`config.mk`:
```
export PLATFORM = sky130hd
export DESIGN_NAME = periodic_oneshot_timer_bank_core
export DESIGN_NICKNAME = d
export VERILOG_FILES = /design/src/sv/potb_pkg.sv /design/src/sv/potb_store.sv /design/src/sv/potb_ctrl.sv /design/src/sv/periodic_oneshot_timer_bank_core.sv
export SDC_FILE = /design/constraint.sdc
export NUM_CORES = 1
export LEC_CHECK = 0
export BUFFER_PORTS_ARGS = -buffer_cell sky130_fd_sc_hd__buf_4
export CAP_MARGIN = 0
export CORE_UTILIZATION = 40
export CTS_CLUSTER_DIAMETER = 100
export DETAILED_ROUTE_END_ITERATION = 12
export PLACE_DENSITY = 0.61
export RECOVER_POWER = 100
export SYNTH_ARGS = -nofsm -noshare
export SYNTH_HDL_FRONTEND = slang
export SYNTH_SLANG_ARGS = --single-unit
```
`constraint.sdc`:
```
create_clock -name clk -period 8.85 [get_ports clk]
set_clock_uncertainty 0.1 [all_clocks]
set_input_delay 1.3275 -clock clk [delete_from_list [all_inputs] [get_ports clk]]
set_output_delay 1.3275 -clock clk [all_outputs]
set_load 0.01 [all_outputs]
```
`src/sv/potb_pkg.sv`:
```
// Shared types and constants for the periodic/one-shot timer bank.
package potb_pkg;

  localparam int NUM_SLOTS = 16;
  localparam int IDX_W     = (NUM_SLOTS > 1) ? $clog2(NUM_SLOTS) : 1;
  localparam int CNT_W     = $clog2(NUM_SLOTS + 1);
  localparam int LIMIT_W   = 5;

  localparam logic KIND_CREATE = 1'b0;
  localparam logic KIND_TICK   = 1'b1;

  localparam logic [1:0] EV_CREATED = 2'd0;
  localparam logic [1:0] EV_REFUSED = 2'd1;
  localparam logic [1:0] EV_TIMEOUT = 2'd2;

  typedef struct packed {
    logic        kind;
    logic [30:0] init_count;
    logic        one_shot;
  } item_in_t;

  typedef struct packed {
    logic [1:0] event_kind;
    logic [3:0] timer_index;
    logic       last;
  } item_out_t;

  typedef struct packed {
    logic [30:0]        reload;
    logic signed [31:0] count;
    logic               one_shot;
  } entry_t;

  typedef struct packed {
    logic             rd_en;
    logic [IDX_W-1:0] rd_addr;
    logic             wr_en;
    logic [IDX_W-1:0] wr_addr;
    entry_t           wr_data;
  } mem_req_t;

endpackage

```
`src/sv/potb_store.sv`:
```
// Timer entry memory: one write port, one registered read port.
module potb_store
  import potb_pkg::*;
(
  input  logic     clk,
  input  mem_req_t mreq,
  output entry_t   rd_data
);

  entry_t mem [NUM_SLOTS];

  always_ff @(posedge clk) begin
    if (mreq.wr_en) begin
      mem[mreq.wr_addr] <= mreq.wr_data;
    end
    if (mreq.rd_en) begin
      rd_data <= mem[mreq.rd_addr];
    end
  end

endmodule

```
`src/sv/potb_ctrl.sv`:
```
// Sequencer: slot allocation, tick walk over the entry memory, result output.
module potb_ctrl
  import potb_pkg::*;
(
  input  logic               clk,
  input  logic               rst,
  input  logic               start,
  input  item_in_t           request,
  input  logic [LIMIT_W-1:0] pool_limit,
  output logic               busy,
  output logic               done,
  output item_out_t          result,
  output mem_req_t           mreq,
  input  entry_t             rd_data
);

  typedef enum logic [2:0] {
    S_IDLE  = 3'b001,
    S_WALK  = 3'b010,
    S_FLUSH = 3'b100
  } state_t;

  state_t               state;
  logic [CNT_W-1:0]     alloc;
  logic [NUM_SLOTS-1:0] running;
  logic [IDX_W-1:0]     proc_idx;
  logic                 pend_valid;
  logic [IDX_W-1:0]     pend_idx;

  logic               accept;
  logic               full;
  logic [IDX_W-1:0]   new_slot;
  logic [IDX_W-1:0]   top_slot;
  logic signed [31:0] dec;
  logic               active;
  logic               expired;

  assign accept   = start && (state == S_IDLE);
  assign busy     = (state != S_IDLE);
  assign full     = (32'(alloc) >= 32'(pool_limit)) || (32'(alloc) >= NUM_SLOTS);
  assign new_slot = alloc[IDX_W-1:0];
  assign top_slot = IDX_W'(alloc - CNT_W'(1));
  assign dec      = rd_data.count - 32'sd1;
  assign active   = (state == S_WALK) && running[proc_idx];
  assign expired  = active && (dec <= 32'sd0);

  always_comb begin
    mreq = '0;
    if (accept && request.kind == KIND_CREATE && !full) begin
      mreq.wr_en                = 1'b1;
      mreq.wr_addr              = new_slot;
      mreq.wr_data.reload       = request.init_count;
      mreq.wr_data.count        = signed'({1'b0, request.init_count});
      mreq.wr_data.one_shot     = request.one_shot;
    end else if (accept && request.kind == KIND_TICK && alloc != '0) begin
      mreq.rd_en   = 1'b1;
      mreq.rd_addr = top_slot;
    end else if (state == S_WALK) begin
      mreq.rd_en   = (proc_idx != '0);
      mreq.rd_addr = proc_idx - IDX_W'(1);
      mreq.wr_en   = active;
      mreq.wr_addr = proc_idx;
      mreq.wr_data = rd_data;
      if (expired && !rd_data.one_shot) begin
        mreq.wr_data.count = signed'({1'b0, rd_data.reload});
      end else begin
        mreq.wr_data.count = dec;
      end
    end
  end

  always_ff @(posedge clk) begin
    if (rst) begin
      state      <= S_IDLE;
      alloc      <= '0;
      running    <= '0;
      pend_valid <= 1'b0;
      done       <= 1'b0;
    end else begin
      done <= 1'b0;
      unique case (state)
        S_IDLE: begin
          if (accept) begin
            if (request.kind == KIND_CREATE) begin
              done <= 1'b1;
              result.last <= 1'b1;
              if (full) begin
                result.event_kind  <= EV_REFUSED;
                result.timer_index <= '0;
              end else begin
                result.event_kind  <= EV_CREATED;
                result.timer_index <= 4'(new_slot);
                running[new_slot]  <= 1'b1;
                alloc              <= alloc + CNT_W'(1);
              end
            end else if (alloc != '0) begin
              state      <= S_WALK;
              proc_idx   <= top_slot;
              pend_valid <= 1'b0;
            end
          end
        end
        S_WALK: begin
          if (expired) begin
            if (rd_data.one_shot) begin
              running[proc_idx] <= 1'b0;
            end
            if (pend_valid) begin
              done               <= 1'b1;
              result.event_kind  <= EV_TIMEOUT;
              result.timer_index <= 4'(pend_idx);
              result.last        <= 1'b0;
            end
            pend_valid <= 1'b1;
            pend_idx   <= proc_idx;
          end
          if (proc_idx == '0) begin
            state <= S_FLUSH;
          end else begin
            proc_idx <= proc_idx - IDX_W'(1);
          end
        end
        S_FLUSH: begin
          if (pend_valid) begin
            done               <= 1'b1;
            result.event_kind  <= EV_TIMEOUT;
            result.timer_index <= 4'(pend_idx);
            result.last        <= 1'b1;
          end
          pend_valid <= 1'b0;
          state      <= S_IDLE;
        end
        default: state <= S_IDLE;
      endcase
    end
  end

  a_alloc_bound: assert property (@(posedge clk) disable iff (rst)
    32'(alloc) <= NUM_SLOTS)
    else $error("allocation count beyond pool");

  a_walk_wr_range: assert property (@(posedge clk) disable iff (rst)
    (state == S_WALK && mreq.wr_en) |-> (32'(mreq.wr_addr) < 32'(alloc)))
    else $error("tick write-back outside allocated slots");

  a_flush_to_idle: assert property (@(posedge clk) disable iff (rst)
    (state == S_FLUSH) |=> (state == S_IDLE))
    else $error("flush did not return to idle");

  a_final_last: assert property (@(posedge clk) disable iff (rst)
    (state == S_FLUSH && pend_valid) |=> (done && result.last))
    else $error("final timeout missing last mark");

endmodule

```
`src/sv/periodic_oneshot_timer_bank_core.sv`:
```
// Top level of the periodic/one-shot timer bank: config register, sequencer, entry memory.
//
//  channel   ports                        handshake
//  --------  ---------------------------  ----------------------------------
//  command   start, busy, request         taken when start && !busy
//  result    done, result                 one-cycle strobe, no back-pressure
//  config    cfg_we, cfg_data             written when cfg_we is high
//
// A create is handled when accepted; its result follows on the next cycle.
// A tick walks the allocated slots (at most NUM_SLOTS) from the highest down:
// one memory read per slot plus a final flush, bound by the single read port.
// A tick with no allocated slots gives no result and does not raise busy.
// Reset clears running flags, the slot count and sets pool_limit to 16.
// Results are strobed at most one per cycle and must be taken at once.
module periodic_oneshot_timer_bank_core
  import potb_pkg::*;
(
  input  logic               clk,
  input  logic               rst,
  input  logic               start,
  input  item_in_t           request,
  output logic               busy,
  output logic               done,
  output item_out_t          result,
  input  logic               cfg_we,
  input  logic [LIMIT_W-1:0] cfg_data
);

  logic [LIMIT_W-1:0] pool_limit;
  mem_req_t           mreq;
  entry_t             rd_data;

  always_ff @(posedge clk) begin
    if (rst) begin
      pool_limit <= LIMIT_W'(16);
    end else if (cfg_we) begin
      pool_limit <= cfg_data;
    end
  end

  potb_ctrl u_ctrl (
    .clk        (clk),
    .rst        (rst),
    .start      (start),
    .request    (request),
    .pool_limit (pool_limit),
    .busy       (busy),
    .done       (done),
    .result     (result),
    .mreq       (mreq),
    .rd_data    (rd_data)
  );

  potb_store u_store (
    .clk     (clk),
    .mreq    (mreq),
    .rd_data (rd_data)
  );

endmodule
```
==> metrics.md <==
| Metric | Value |
|---|---|
| Status | `finished, violations left` |
| Violated checks | `max-capacitance violations, max-slew violations` |
| HP Class | `register to register` |
| Starting Density | `40.6%` |
| Per-cell routed wire length | `around 23 um` |
| Adder-cell share of the synthesized area | `0.422%` |
| Hold_sp | `u_ctrl.running[12]$_SDFFE_PP0P_` |
| Count of state elements after synthesis | `~1100` |
| DRC Markers | `0` |
| Post-CTS Repair Setup Buffers | `0` |
| Most used DFF post-synth | `edfxtp_1` |
| Post-CTS sizing | `0` |
| Unrepaired setup endpoints after global routing | `no` |
| Die W | `around 350 um` |
| CP delay by family, top | `buffers and inverters` |
| Sequential fraction of the synthesis area | `71.1%` |
| Final ANT Viol Nets | `0` |
| FFs w/ async S/R, synth | `0%` |
| Max Cap Viol | `17` |
| Ports | `51` |
| Most common cell after layout, fill and taps aside | `edfxtp_1` |
| Cell area after layout | `53000 um2` |
| Nets | `3177` |
| GPL Wtd Cong | `0.883` |
| Startpoint Class | `register` |
| CTS Buf Count | `approximately 120` |
| Fmax | `146 MHz` |
| Setup-failing EPs final | `0` |
| CTS max path bufs | `3` |
| # clock sinks | `between 1000 and 1500` |
| WL final | `around 110000 um` |
| Drt pass-1 iters | `5` |
| Worst EP arrival | `6.97 ns` |
| Mapped Area | `roughly 47000 um2` |
| Area Overhead vs Synth | `11.8%` |
| CTS H-Tree Depth | `3` |
| Cell Chain, Critical Path | `nor3b_2 -> clkbuf_1 -> nand3_1 -> clkbuf_1 -> a21oi_1 -> and4_1 -> nor3_1 -> o31ai_1` |
| Worst-Margin Slew | `roughly 3.2 ns` |
| Ratio of cells with drive above 1 in the final layout | `between 10% and 20%` |
| Die H | `roughly 350 um` |
| Initial antenna violation count | `1` |
| First-pass GRT wire length | `165000 um` |
| CTS tree | `yes` |
| Vias in the first global route | `about 25000` |
| Core Area | `around 120000 um2` |
| Overflow after GRT | `0` |
| Minimum clock period | `around 6.9 ns` |
| Worst Path Required | `approximately 9.0 ns` |
| Post-Synth XOR/XNOR Area | `0.572%` |
| CP Buf/Inv Count | `2` |
| CP dominant cell by count | `clkbuf_1` |
| Most frequent cells in the layout | `1103 x edfxtp_1, 455 x mux2i_1, 291 x nor2_1` |
| Post-DP HPWL | `62100 um` |
| First DRT Iteration DRCs | `2112` |
| Crit path from | `u_ctrl.state[1]$_SDFFE_PP0P_` |
| Synth Area in Simple Gates | `5.08%` |
| Final worst-path cycle share | `between 70% and 80%` |
| Clock slew at reported path FFs | `0.06 ns` |
| Netlist cell types | `between 60 and 70` |
| Largest stage delay on the critical path | `approximately 2.3 ns` |
| Via density | `between 5 and 6` |
| EDFF count, synth | `approximately 1100` |
| Max-slew headroom | `-113%` |
| Pwr Density | `207 nW/um2` |
| P_leak | `17.1 nW` |
| Worst setup path class | `register to register` |
| Vias | `roughly 26000` |
| Post-synthesis compound-gate area fraction | `between 5 and 6%` |
| Pin count of the biggest net entering global routing | `187` |
| GRT Resource Usage Total | `a little under a fifth` |
| Slowest stage cell, crit path | `clkbuf_1` |
| Post-Syn Area per Cell | `roughly 16 um2` |
| Worst R2R Start | `u_ctrl.state[1]$_SDFFE_PP0P_` |
| Peak VDD IR | `roughly 140 uV` |
| Input/output buffers | `50` |
| Setup TNS | `0 ns` |
| Final hold vios | `0` |
| Hold_ws | `~0.39 ns` |
| Largest family of logic cells by synthesized area | `multiplexers` |
| CP Capture Type | `register` |
| Pins Over Slew Limit | `roughly 580` |
| Ant. Diodes | `0` |
| Hold_buf cts | `0` |
| Mux contribution to synthesized area | `15.9%` |
| Cells after Synth | `3060` |
| Crit Path Max Fanout | `58` |
| Die Area | `between 100000 and 150000 um2` |
| Clock root cell | `clkbuf_16` |
| Synthesis Warnings | `0` |
| Worst-Skew Late Latency | `0.70 ns` |
| Area after DPL | `49900 um2` |
| Row Count | `between 100 and 150` |
| Net Count, Synth | `roughly 3100` |
area by class of cell:
cell class	count	area, um2
multi-input cells	1723	13000
inverters	26	97.6
clock buffers	146	3040
fillers	10000	63800
flip-flops and latches	1134	33700
clock inverters	60	424
well taps	1524	1910
repair buffers	119	803
path summary, 6_finish.rpt:
kind                                      to  slack, ns  depth (start not counted)
max reg2reg     u_store.mem[4][31]$_DFFE_PP_       1.99                          8
min          u_ctrl.running[12]$_SDFFE_PP0P_       0.39                          2
max             u_store.mem[4][31]$_DFFE_PP_       1.99                          8
min reg2reg  u_ctrl.running[12]$_SDFFE_PP0P_       0.39                          2
worst min-delay path, stage by stage (launching register included):
cell	delay, ns
dfxtp_1	0.30
nand2_1	0.06
o21ai_0	0.07
per-layer routing:
layer | GRT usage (%) | share of wire, % | vias to the layer above
met5 | 0 | 0.012 | -
met4 | 4.40 | 1.7 | 2
met3 | 2.96 | 5.5 | 129
met2 | 29.0 | 47 | 689
met1 | 25.8 | 46 | 13100
li1 | - | - | 11800
flip-flops by register name (all words and copies together) (netlist names), 3 cells and up:
register         flops
u_ctrl.alloc         5
u_ctrl.proc_idx      4
u_ctrl.pend_idx      4
u_ctrl.state         3
u_ctrl.running      16
u_store.rd_data     64
pool_limit           5
u_store.mem       1024
u_ctrl.result        7
where the power goes:
| group | internal (W) | total, W | leakage (nW) | switching [W] |
|---|---|---|---|---|
| clock | 0.00253 | 0.00450 | 1.68 | 0.00198 |
| sequential | 0.00593 | 0.00595 | 10.5 | 0.0000236 |
| combinational | 0.000192 | 0.000542 | 4.93 | 0.000349 |
| total | 0.00865 | 0.0110 | 17.1 | 0.00235 |
synthesized netlist by cell type, types with 3 or more instances:
cell	count	share of area, %
nor2_1	295	2.3
or3_1	5	0.066
nor3b_1	7	0.11
xor2_1	13	0.24
xnor2_1	18	0.33
nor4_1	5	0.066
o22ai_1	4	0.053
mux4_2	5	0.24
o311ai_0	7	0.13
dfxtp_1	31	1.3
clkbuf_1	94	0.74
nand2b_1	3	0.040
a21oi_1	277	2.9
nor3_1	37	0.39
ha_1	16	0.42
a21o_1	4	0.063
nand2_1	130	1.0
and3_1	3	0.040
mux2i_1	455	9.6
mux2_2	256	6.1
inv_1	25	0.20
nand4_1	10	0.13
o211ai_1	14	0.22
a31oi_1	8	0.11
nand3_1	12	0.13
buf_1	32	0.25
o31ai_1	29	0.46
o21ai_0	11	0.12
edfxtp_1	1103	70
and2_1	12	0.16
buf_2	49	0.52
nor2b_1	11	0.15
a211oi_1	36	0.57
kinds of logic (layout without fill, tap and decap cells):
kind of cell	after synthesis	in the layout
flops	1134	1134
compound gates	413	413
fa+ha+maj	16	16
simple gates	547	547
mux	716	716
buf+inv	203	351
xor+xnor	31	31
stage by stage:
step | util (%) | power, W | std cells | setup slack (ns)
2_1_floorplan | - | 0.00642 | 3060 | 0.923
3_3_place_gp | 42.7 | 0.00661 | 4526 | 3.64
3_5_place_dp | 42.7 | 0.00661 | 4526 | 3.67
4_1_cts | 45.6 | 0.0111 | 4732 | 3.65
5_1_grt | 45.4 | 0.0113 | 4732 | 1.67
6_report | 45.4 | 0.0110 | 4732 | 1.99
Note: power is estimated with default switching activity, not from simulation.
